<file path="src/srpp_pkg.sv">
`timescale 1ns / 1ps

package srpp_pkg;

  localparam int FIELD_DIGITS = 4;

  localparam logic [3:0] POS_VOLT_END = 4'(FIELD_DIGITS);
  localparam logic [3:0] POS_CURR_END = 4'(2 * FIELD_DIGITS);
  localparam logic [3:0] POS_MAX      = 4'd15;

  localparam logic [7:0] CHAR_CR  = 8'h0D;
  localparam logic [7:0] CHAR_O   = 8'h4F;
  localparam logic [7:0] CHAR_K   = 8'h4B;
  localparam logic [7:0] CHAR_ONE = 8'h31;
  localparam logic [7:0] CHAR_0   = 8'h30;
  localparam logic [7:0] CHAR_9   = 8'h39;

  localparam logic [13:0] ACC_MAX = 14'd16383;

  localparam logic CMD_BYTE = 1'b0;
  localparam logic CMD_TICK = 1'b1;

  localparam logic [1:0] REG_ACQUIRE_ENABLE = 2'd0;
  localparam logic [1:0] REG_SAMPLE_LIMIT   = 2'd1;
  localparam logic [1:0] REG_TIME_LIMIT     = 2'd2;
  localparam logic [1:0] REG_REPLY_TIMEOUT  = 2'd3;

  localparam logic [15:0] REPLY_TIMEOUT_RESET = 16'd500;

  // decoded reply handed from the parser to the poller
  typedef struct packed {
    logic        done;
    logic [13:0] volt;
    logic [13:0] curr;
    logic        cc;
  } sample_t;

  typedef struct packed {
    logic        send_request;
    logic        sample_valid;
    logic [13:0] volt;
    logic [13:0] curr;
    logic        cc;
    logic        stopped;
  } result_t;

endpackage

</file>
<file path="src/srpp_parser.sv">
`timescale 1ns / 1ps

module srpp_parser (
  input  logic                clk,
  input  logic                rst,
  input  logic                step,
  input  logic                command,
  input  logic [7:0]          rx_byte,
  output srpp_pkg::sample_t   sample
);

  logic [3:0]  pos, pos_next;
  logic        seen_cr, seen_cr_next;
  logic [15:0] hist, hist_next;
  logic [13:0] vacc, vacc_next;
  logic [13:0] cacc, cacc_next;
  logic [1:0]  ended, ended_next;
  logic        mode, mode_next;
  logic        is_digit;
  logic        byte_step;

  function automatic logic [13:0] push_digit(input logic [13:0] acc, input logic [3:0] d);
    logic [17:0] v;
    v = 18'(acc) * 18'd10 + 18'(d);
    return (v > 18'(srpp_pkg::ACC_MAX)) ? srpp_pkg::ACC_MAX : v[13:0];
  endfunction

  assign byte_step = step && (command == srpp_pkg::CMD_BYTE);
  assign is_digit  = (rx_byte >= srpp_pkg::CHAR_0) && (rx_byte <= srpp_pkg::CHAR_9);

  always_comb begin
    pos_next     = pos;
    seen_cr_next = seen_cr;
    hist_next    = hist;
    vacc_next    = vacc;
    cacc_next    = cacc;
    ended_next   = ended;
    mode_next    = mode;

    sample.done = byte_step && (hist == {srpp_pkg::CHAR_O, srpp_pkg::CHAR_K})
                  && (rx_byte == srpp_pkg::CHAR_CR);
    sample.volt = vacc;
    sample.curr = cacc;
    sample.cc   = mode;

    if (sample.done) begin
      pos_next     = '0;
      seen_cr_next = 1'b0;
      hist_next    = '0;
      vacc_next    = '0;
      cacc_next    = '0;
      ended_next   = '0;
      mode_next    = 1'b0;
    end else if (byte_step) begin
      if (rx_byte == srpp_pkg::CHAR_CR) begin
        seen_cr_next = 1'b1;
      end else if (!seen_cr) begin
        if (pos < srpp_pkg::POS_VOLT_END) begin
          if (!ended[0]) begin
            if (is_digit) vacc_next = push_digit(vacc, rx_byte[3:0]);
            else ended_next[0] = 1'b1;
          end
        end else if (pos < srpp_pkg::POS_CURR_END) begin
          if (!ended[1]) begin
            if (is_digit) cacc_next = push_digit(cacc, rx_byte[3:0]);
            else ended_next[1] = 1'b1;
          end
        end else if (pos == srpp_pkg::POS_CURR_END) begin
          mode_next = (rx_byte == srpp_pkg::CHAR_ONE);
        end
      end
      if (pos < srpp_pkg::POS_MAX) pos_next = pos + 4'd1;
      hist_next = {hist[7:0], rx_byte};
    end
  end

  always_ff @(posedge clk) begin
    if (rst) begin
      pos     <= '0;
      seen_cr <= 1'b0;
      hist    <= '0;
      vacc    <= '0;
      cacc    <= '0;
      ended   <= '0;
      mode    <= 1'b0;
    end else begin
      pos     <= pos_next;
      seen_cr <= seen_cr_next;
      hist    <= hist_next;
      vacc    <= vacc_next;
      cacc    <= cacc_next;
      ended   <= ended_next;
      mode    <= mode_next;
    end
  end

endmodule

</file>
<file path="src/supply_reply_parser_poller.sv">
`timescale 1ns / 1ps

// Reply parser and poller for a bench supply on a serial link.
// Input channel (in_valid / in_stall): command selects a received byte
// (rx_byte) or a one millisecond tick. Output channel (out_valid /
// out_stall): exactly one result per input request, carrying send_request,
// the decoded sample (sample_valid, voltage, current, cc_mode) and stopped.
// Each request is handled in the cycle it is accepted and its result is
// registered; one request is taken every cycle while in_stall is low.
// A two-entry output buffer (result register plus skid register) lets a
// request be accepted while the previous result waits; in_stall rises only
// when both entries are full, i.e. while the receiver keeps out_stall high.
// Configuration is written through cfg_write / cfg_index / cfg_data; the user
// must write it only while the block is idle; the block does not enforce it.
// Reset clears all parse, poll and limit state, drops both buffer entries,
// sets acquire_enable and both limits to zero, the reply timeout to 500 ticks.
// Once a sample or time limit trips, every result reads stopped until reset.
module supply_reply_parser_poller (
  input  logic        clk,
  input  logic        rst,
  input  logic        in_valid,
  output logic        in_stall,
  input  logic        command,
  input  logic [7:0]  rx_byte,
  output logic        out_valid,
  input  logic        out_stall,
  output logic        send_request,
  output logic        sample_valid,
  output logic [13:0] voltage_centivolts,
  output logic [13:0] current_centiamps,
  output logic        cc_mode,
  output logic        stopped,
  input  logic        cfg_write,
  input  logic [1:0]  cfg_index,
  input  logic [31:0] cfg_data
);

  logic        acquire_enable;
  logic [31:0] sample_limit;
  logic [31:0] time_limit_ticks;
  logic [15:0] reply_timeout_ticks;

  logic        pending, pending_next;
  logic [15:0] wait_ticks, wait_ticks_next;
  logic [31:0] sample_count, sample_count_next;
  logic [31:0] elapsed, elapsed_next;
  logic        halted, halted_next;

  logic                accept;
  logic                step;
  logic                tick;
  srpp_pkg::sample_t   sample;
  srpp_pkg::result_t   res;
  srpp_pkg::result_t   out_reg;
  srpp_pkg::result_t   skid_reg;
  logic                skid_valid;
  logic                out_take;

  assign in_stall = skid_valid;
  assign accept   = in_valid && !skid_valid;
  assign step     = accept && !halted;
  assign tick     = step && (command == srpp_pkg::CMD_TICK);

  srpp_parser u_parser (
    .clk     (clk),
    .rst     (rst),
    .step    (step),
    .command (command),
    .rx_byte (rx_byte),
    .sample  (sample)
  );

  always_comb begin
    sample_count_next = sample_count;
    elapsed_next      = elapsed;
    wait_ticks_next   = wait_ticks;
    pending_next      = pending;
    halted_next       = halted;
    res               = '0;

    if (halted) begin
      res.stopped = 1'b1;
    end else begin
      if (sample.done && sample_count != '1) sample_count_next = sample_count + 32'd1;
      if (tick && elapsed != '1) elapsed_next = elapsed + 32'd1;
      if (tick && pending && wait_ticks != '1) wait_ticks_next = wait_ticks + 16'd1;
      if (sample.done) pending_next = 1'b0;

      res.sample_valid = sample.done;
      if (sample.done) begin
        res.volt = sample.volt;
        res.curr = sample.curr;
        res.cc   = sample.cc;
      end

      priority if (sample_limit != '0 && sample_count_next >= sample_limit) begin
        halted_next = 1'b1;
      end else if (time_limit_ticks != '0 && elapsed_next > time_limit_ticks) begin
        halted_next = 1'b1;
      end else if (acquire_enable) begin
        if (pending_next) begin
          if (wait_ticks_next > reply_timeout_ticks) pending_next = 1'b0;
        end else begin
          res.send_request = 1'b1;
          pending_next     = 1'b1;
          wait_ticks_next  = '0;
        end
      end
      res.stopped = halted_next;
    end
  end

  // poll and limit state
  always_ff @(posedge clk) begin
    if (rst) begin
      pending      <= 1'b0;
      wait_ticks   <= '0;
      sample_count <= '0;
      elapsed      <= '0;
      halted       <= 1'b0;
    end else if (accept) begin
      pending      <= pending_next;
      wait_ticks   <= wait_ticks_next;
      sample_count <= sample_count_next;
      elapsed      <= elapsed_next;
      halted       <= halted_next;
    end
  end

  always_ff @(posedge clk) begin
    if (rst) begin
      acquire_enable      <= 1'b0;
      sample_limit        <= '0;
      time_limit_ticks    <= '0;
      reply_timeout_ticks <= srpp_pkg::REPLY_TIMEOUT_RESET;
    end else if (cfg_write) begin
      unique case (cfg_index)
        srpp_pkg::REG_ACQUIRE_ENABLE: acquire_enable      <= cfg_data[0];
        srpp_pkg::REG_SAMPLE_LIMIT:   sample_limit        <= cfg_data;
        srpp_pkg::REG_TIME_LIMIT:     time_limit_ticks    <= cfg_data;
        srpp_pkg::REG_REPLY_TIMEOUT:  reply_timeout_ticks <= cfg_data[15:0];
        default: ;
      endcase
    end
  end

  // result register with a skid entry behind it
  assign out_take = out_valid && !out_stall;

  always_ff @(posedge clk) begin
    if (rst) begin
      out_valid  <= 1'b0;
      skid_valid <= 1'b0;
    end else if (!out_valid || out_take) begin
      if (skid_valid) begin
        out_valid  <= 1'b1;
        skid_valid <= 1'b0;
      end else begin
        out_valid <= accept;
      end
    end else if (accept) begin
      skid_valid <= 1'b1;
    end
  end

  always_ff @(posedge clk) begin
    if (!out_valid || out_take) begin
      if (skid_valid) out_reg <= skid_reg;
      else if (accept) out_reg <= res;
    end else if (accept) begin
      skid_reg <= res;
    end
  end

  assign send_request       = out_reg.send_request;
  assign sample_valid       = out_reg.sample_valid;
  assign voltage_centivolts = out_reg.volt;
  assign current_centiamps  = out_reg.curr;
  assign cc_mode            = out_reg.cc;
  assign stopped            = out_reg.stopped;

endmodule
</file>
<file path="config.mk">
export PLATFORM = sky130hd
export DESIGN_NAME = supply_reply_parser_poller
export DESIGN_NICKNAME = d
export VERILOG_FILES = /design/src/srpp_pkg.sv /design/src/srpp_parser.sv /design/src/supply_reply_parser_poller.sv
export SDC_FILE = /design/constraint.sdc
export NUM_CORES = 1
export LEC_CHECK = 0
export BUFFER_PORTS_ARGS = -buffer_cell sky130_fd_sc_hd__buf_2
export CAP_MARGIN = 20
export CORE_MARGIN = 10
export CORE_UTILIZATION = 56
export DETAILED_ROUTE_END_ITERATION = 12
export GPL_ROUTABILITY_DRIVEN = 1
export PLACE_DENSITY = 0.77
export SYNTH_ARGS = -nofsm -noshare
export SYNTH_HDL_FRONTEND = slang
export SYNTH_HIERARCHICAL = 1
export SYNTH_SLANG_ARGS = --single-unit
</file>
<file path="constraint.sdc">
create_clock -name clk -period 5.05 [get_ports clk]
set_input_delay 0 -clock clk [delete_from_list [all_inputs] [get_ports clk]]
set_output_delay 0 -clock clk [all_outputs]
set_load 0.1 [all_outputs]
</file>
Yosys cells after proc, flatten, opt, wreduce, memory -nomap -nowiden
Index checks and enable logic that the tools add are counted.
{"block": "classes", "n_addsub": 6, "multipliers": 2, "n_bitwise": 9, "n_eq_ne": 10, "n_mux": 34, "magnitude_cmp": 10, "n_reduce_logical": 39}
{"cell": "32-bit 2-to-1 mux", "count": 6}
{"cell": "16-bit 2-to-1 mux", "count": 6}
{"cell": "32-bit by 1-bit adder with 32-bit output (second input constant)", "count": 2}
{"cell": "32-bit != test (second input constant)", "count": 2}
{"cell": "32-bit nonzero test", "count": 2}
{"cell": "18-bit by 4-bit adder with 18-bit output", "count": 2}
{"cell": "18-bit by 14-bit > comparator with 1-bit output (second input constant)", "count": 2}
{"cell": "14-bit by 3-bit multiplier with 17-bit output (second input constant)", "count": 2}
{"cell": "32-bit >= comparator", "count": 1}
{"cell": "32-bit > comparator", "count": 1}
{"cell": "31-bit 2-to-1 mux", "count": 1}
{"cell": "29-bit 2-to-1 mux", "count": 1}
{"cell": "14-bit 2-to-1 mux", "count": 2}
{"cell": "1-bit 2-to-1 mux", "count": 18}
{"cell": "2-bit AND reduction", "count": 9}
{"cell": "16-bit by 1-bit adder with 16-bit output (second input constant)", "count": 1}
{"cell": "16-bit by 15-bit == test with 1-bit output (second input constant)", "count": 1}
{"cell": "16-bit > comparator", "count": 1}
{"cell": "16-bit != test (second input constant)", "count": 1}
{"cell": "1-bit logical AND", "count": 14}
{"cell": "6-bit AND reduction", "count": 2}
{"cell": "1-bit NOT", "count": 9}
{"cell": "8-bit by 4-bit == test with 1-bit output (second input constant)", "count": 1}
{"cell": "8-bit by 6-bit == test with 1-bit output (second input constant)", "count": 1}
{"cell": "other kinds (16)", "count": 22}
{"block": "totals", "regBits": 281, "in_bits": 48, "elab_cells": 141}

Depth between registers and ports, before layout
{"block": "depth", "word_depth": 15, "ltp_mapped": 25}

Cells and area by module
Netlist, hierarchy kept.
{"mod": "supply_reply_parser_poller", "instances": 1, "cells_per_inst": 1346, "area_per_inst_um2": 12004.0}
{"mod": "srpp_parser", "instances": 1, "cells_per_inst": 488, "area_per_inst_um2": 4061.4}

Least setup slack after synthesis
OpenSTA, ideal clock, no wires.
{"block": "synth_timing", "path_type": "reg2reg", "start": "register skid_valid (netlist: in_stall)", "end": "register wait_ticks[8]", "synth_period_minus_slack_ns": 6.089, "setup_time_ns": 0.117, "stages_incl_launch_ff": 25, "slack_ns": -1.039, "n_path_buf": 6, "arrival_time_ns": 5.971, "cell_sequence": "dfxtp_1 > clkinv_1 > nand3_1 > clkinv_1 > clkbuf_1 > nand2b_1 > clkbuf_1 > nor2_1 > and4_1 > clkbuf_1 > nand3_1 > or2_2 > clkbuf_1 > nor2_1 > xor2_1 > ha_1 > a21o_1 > a221o_1 > a221o_1 > a2111oi_2 > o22ai_1 > or3_1 > buf_2 > buf_6 > a32o_1"}
{"element": "start, declared", "line_no": "supply_reply_parser_poller.sv:56", "source": "logic skid_valid;"}
{"element": "start signal, assigned", "line_no": "supply_reply_parser_poller.sv:153", "source": "skid_valid <= 1'b0;"}
{"element": "start signal, assigned", "line_no": "supply_reply_parser_poller.sv:157", "source": "skid_valid <= 1'b0;"}
{"element": "start signal, assigned", "line_no": "supply_reply_parser_poller.sv:162", "source": "skid_valid <= 1'b1;"}
{"element": "end signal, assigned", "line_no": "supply_reply_parser_poller.sv:123", "source": "wait_ticks <= wait_ticks_next;"}
{"element": "end, declared", "line_no": "supply_reply_parser_poller.sv:44", "source": "logic [15:0] wait_ticks, wait_ticks_next;"}

Final worst setup path
{"block": "layout_timing", "start": "register elapsed[11]", "end": "register wait_ticks[2]"}
{"block": "layout_via", "elab_chain_cells": 8}
{"element": "start, declared", "line_no": "supply_reply_parser_poller.sv:46", "source": "logic [31:0] elapsed, elapsed_next;"}
{"element": "start signal, assigned", "line_no": "supply_reply_parser_poller.sv:125", "source": "elapsed <= elapsed_next;"}
{"element": "branches (longest 2 deep; another with 32-bit by 1-bit adder with 32-bit output)"}
{"element": "32-bit 2-to-1 mux (*)", "line_no": "supply_reply_parser_poller.sv:85", "source": "if (tick && elapsed != '1) elapsed_next = elapsed + 32'd1;"}
{"element": "32-bit 2-to-1 mux (*)", "line_no": "supply_reply_parser_poller.sv:81", "source": "if (halted) begin"}
{"element": "32-bit > comparator (*)", "line_no": "supply_reply_parser_poller.sv:98", "source": "end else if (time_limit_ticks != '0 && elapsed_next > time_limit_ticks) begin"}
{"element": "1-bit logical AND (*)", "line_no": "supply_reply_parser_poller.sv:98"}
{"element": "16-bit 2-to-1 mux (*)", "line_no": "supply_reply_parser_poller.sv:98"}
{"element": "16-bit 2-to-1 mux (*)", "line_no": "supply_reply_parser_poller.sv:96", "source": "priority if (sample_limit != '0 && sample_count_next >= sample_limit) begin"}
Mark *: on every way between the ends. The select of a mux whose other input is x is not followed.
A chain may end at the register's enable or synchronous reset.

==> results.txt <==
The number of vias after detailed routing came out at 13,600. Each instance of the synthesized netlist takes up on average 8.76 um^2. The CTS H-tree depth came out at 1.

The share of power burned in registers came out at 45.1%. Relative to the synthesized area, the layout overhead comes to 15.1%. The share of synthesized area occupied by flip-flops and latches is 39.0%. The worst ir drop on vdd came out at 260 uV. The routed via count divided by cell count is 5.82. The final hold violation count is 0. The top metal layer carrying routed signals is met4. Entering global routing, the biggest net connects 86 pins. The number of buffer cells added on primary ports came out at 81. The leakage power summed over all cells is 7.59 nW. The overflow left after global routing is 0. The net switching component of the power is 0.00132 W.

Global routing used 21.4% of the available tracks. The final critical path time including I/O delays and setup came out at 4710 ps. The most instantiated library cell after synthesis is nand2_1. Among all stages on the critical path, the largest delay is contributed by or4_1. The largest fanout on the critical path is 14. The worst setup path is launched from a flop. In this run the count of I/O pins placed on the die edge is 82. For this configuration, the core starts out at a cell density of 57.4%. The cell area after synthesis is 16,100 um^2. The pin slew with the least headroom to its limit came out at 1030 ps.

The most area-hungry cell type in the Yosys netlist is dfxtp_1. Dividing the detail-routed wire length by the instance count gives 17.0 um. The die height came out at 189 um. The combinational fraction of design power came out at 10.1%. The most critical setup path has its startpoint at elapsed[11]. The total placed instance area is 16,800 um^2. The dominant synthesized flop cell is dfxtp_1. The worst register-to-register path ends at wait_ticks[2].

The worst hold path class is in2reg. The clock-pin slew on the worst setup and hold paths came out at 60 ps. The die outline width came out at 189 um. The first TritonRoute pass finished after 5 iterations.

Grouping stages by cell kind, the critical path spends the most delay in simple AND/OR/NAND/NOR gates. Setup repair after global routing left no endpoint under its margin. In this run the register-to-register setup slack is 340 ps.

The number of max-slew violations in the final report is 0. Synthesis inferred 281 register bits. The remaining design rule violation count is 0. Yosys printed 6 warnings. The sink of the worst hold path is u_parser/seen_cr. The worst-case clock buffer depth came out at 3.

In this run the critical register-to-register path is launched from elapsed[11]. The number of core rows is 61. The worst hold path passes through 5 cells. Max-cap violations in this run came to 0.

In this run, synthesis inferred 64 flip-flops with an integrated enable. The worst hold path begins at command. The total nets after synthesis came out at 2,025. The normalized max-slew margin is 31.1%. TritonCTS built the clock tree. In this run the biggest area consumer among cell types represents 27.0% of the synthesized area. The number of cells on the worst reg-to-reg path is 14. The first global-routing pass estimated 64,900 um of wire.

The kind of capture point of the worst setup path is a flop. The count of buffer and inverter cells on the critical path is 0. The number of placed instances with taps included is 2,234.

The final critical path takes up 93.3% of the cycle. The arrival time reported for the critical path endpoint is 5160 ps. The insertion delay of the later-clocked pin in the worst-skew pair came out at 560 ps. The power density over cell area is 287 nW/um^2. The routability congestion estimate is 0.898. The run finished with clean final reports. The number of global-route vias before repair came out at 13,100. The final cell area excluding filler cells is 18,500 um^2. Walking the worst path, the cells encountered are and4_1, nand4_1, or4_1, o21ai_4, nor3_1, xnor2_1, ha_1, a21oi_1, o21a_1, o22ai_1, a311o_1, o31a_1, or3_4, a32o_1. After synthesis, the share of flip-flops with an asynchronous set or reset is 0%. The number of cells in the finished layout apart from fillers is 2,343. The setup TNS after final layout came out at 0 ps. Static timing analysis puts the maximum clock frequency at 212 MHz.

The number of nets at the end of the flow is 2,129. The critical path's largest stage delay came out at 700 ps. The post-CTS setup buffer count is 0. The number of instances in the synthesized netlist is 1,834. The die footprint came out at 35,900 um^2. The initial antenna violation count is 3. The cell-internal power is 0.00399 W. The number of distinct standard cells referenced by the synthesized netlist is 81. The cell sitting at the root of the clock tree is a clkbuf_16.

The switching share of total power came out at 24.9%. The TritonCTS buffer count is 30. Counting instances in the post-synthesis netlist gives the leading cell types as 265 x nand2_1, 217 x dfxtp_1, 152 x a21oi_1, 139 x ha_1, 117 x nor2_1. After detailed routing, the met2 layer carries 18,400 um of wire. The number of clock sinks came out at 281. The standard cell core area came out at 28,000 um^2. At the worst endpoint, the required time is 5490 ps. The routed design uses 1930 um of met3 wire. By area the synthesized netlist is led by dfxtp_1 27%, edfxtp_1 12%, ha_1 11%. After detailed routing, the wire length on met1 is 18,100 um. Hold is met by 59.7 ps. For this block, the routed nets add up to 39,800 um of wire. By startpoint and endpoint, the worst setup path is classified as reg2reg. The worst clock skew came out at 8.66 ps. The iteration-0 DRC count of the detailed router is 1,181.

The remaining antenna violation count came out at 0. The proportion of layout cells with a drive suffix above 1 came out at 11.4%. The final count of negative-setup-slack endpoints is 0. The clock network is responsible for 44.8% of the overall power. The total half-perimeter wirelength after legalization and detailed placement came out at 28,100 um.
==> metal layers <==
metal	track usage [%]	vias to the layer above
met5	0	-
met4	8.24	0
met3	2.74	95
met2	35.1	373
met1	28.1	6459
li1	-	6701
==> logic make-up after synthesis <==
kind of cell | count (synthesis) | share of synthesized area [%]
DFF | 281 | 39.0
adders and majority gates | 143 | 11.3
muxes | 41 | 2.83
buffers and inverters | 186 | 4.45
and+or+nand+nor | 724 | 22.5
xor gates and xnor gates | 135 | 7.36
AOI/OAI and AO/OA | 324 | 12.6
==> final cells by class <==
| type | instances | area (um^2) |
|---|---|---|
| diodes | 3 | 7.51 |
| flip-flops and latches | 281 | 6270 |
| well taps | 378 | 473 |
| fillers | 2174 | 9530 |
| repair buffers | 151 | 1110 |
| inverters | 107 | 404 |
| multi-input cells | 1367 | 9130 |
| clock inverters | 13 | 200 |
| clock buffers | 43 | 886 |
==> through the flow <==
stage          total power, W  setup slack, ps  utilization, %
3_3_place_gp          0.00292              386            60.0
2_1_floorplan         0.00279             16.0               -
3_5_place_dp          0.00294              238            60.1
5_1_grt               0.00548             74.4            66.0
4_1_cts               0.00532              200            65.7
6_report              0.00531              336            66.0
==> worst max-delay path by stage <==
stage	slack (ps)	cells after the start	to
after floorplan	20	24	wait_ticks[8]
after global placement	390	14	wait_ticks[4]
after detailed placement	240	14	wait_ticks[13]
after CTS	200	14	wait_ticks[2]
after global routing	70	14	send_request
final	340	14	wait_ticks[2]
==> power groups by stage <==
stage                     Clock [W]  Combinational, W  Sequential [W]
after floorplan                   0          0.000228         0.00256
after global placement            0          0.000479         0.00244
after detailed placement          0          0.000495         0.00244
after CTS                   0.00240          0.000525         0.00239
after global routing        0.00250          0.000578         0.00240
final                       0.00238          0.000536         0.00239
==> worst min-delay path: stages <==
cell and delay [ps]:
buf_2 220, nand2b_1 170, nor2_1 60, nor2_1 80, nor2_1 40
==> what timing repair did <==
item / CTS / global route
setup endpoints to repair: 0 / 14
hold buffers: 47 / 0
gates resized for setup: 0 / 3
hold endpoints to repair: 100 / 0
==> cell usage in the layout, fill, tap and decap left out, drive strengths merged, types with 14 or more instances in the layout <==
cell type | synthesis | layout
and3 | 48 | 48
inv | 105 | 106
nor2 | 117 | 117
xor2 | 64 | 64
ha | 139 | 139
dfxtp | 217 | 217
nand4 | 49 | 49
edfxtp | 64 | 64
a21o | 18 | 18
nor3 | 46 | 46
a21oi | 153 | 153
and4 | 14 | 14
clkbuf | 67 | 44
nor4 | 29 | 29
xnor2 | 71 | 71
nor2b | 37 | 37
mux2 | 33 | 33
nand2 | 265 | 265
nand3 | 46 | 46
o21ai | 57 | 57
dlygate4sd3 | 0 | 47
buf | 12 | 103
a31oi | 16 | 16
(Power assumes the default switching activity.)
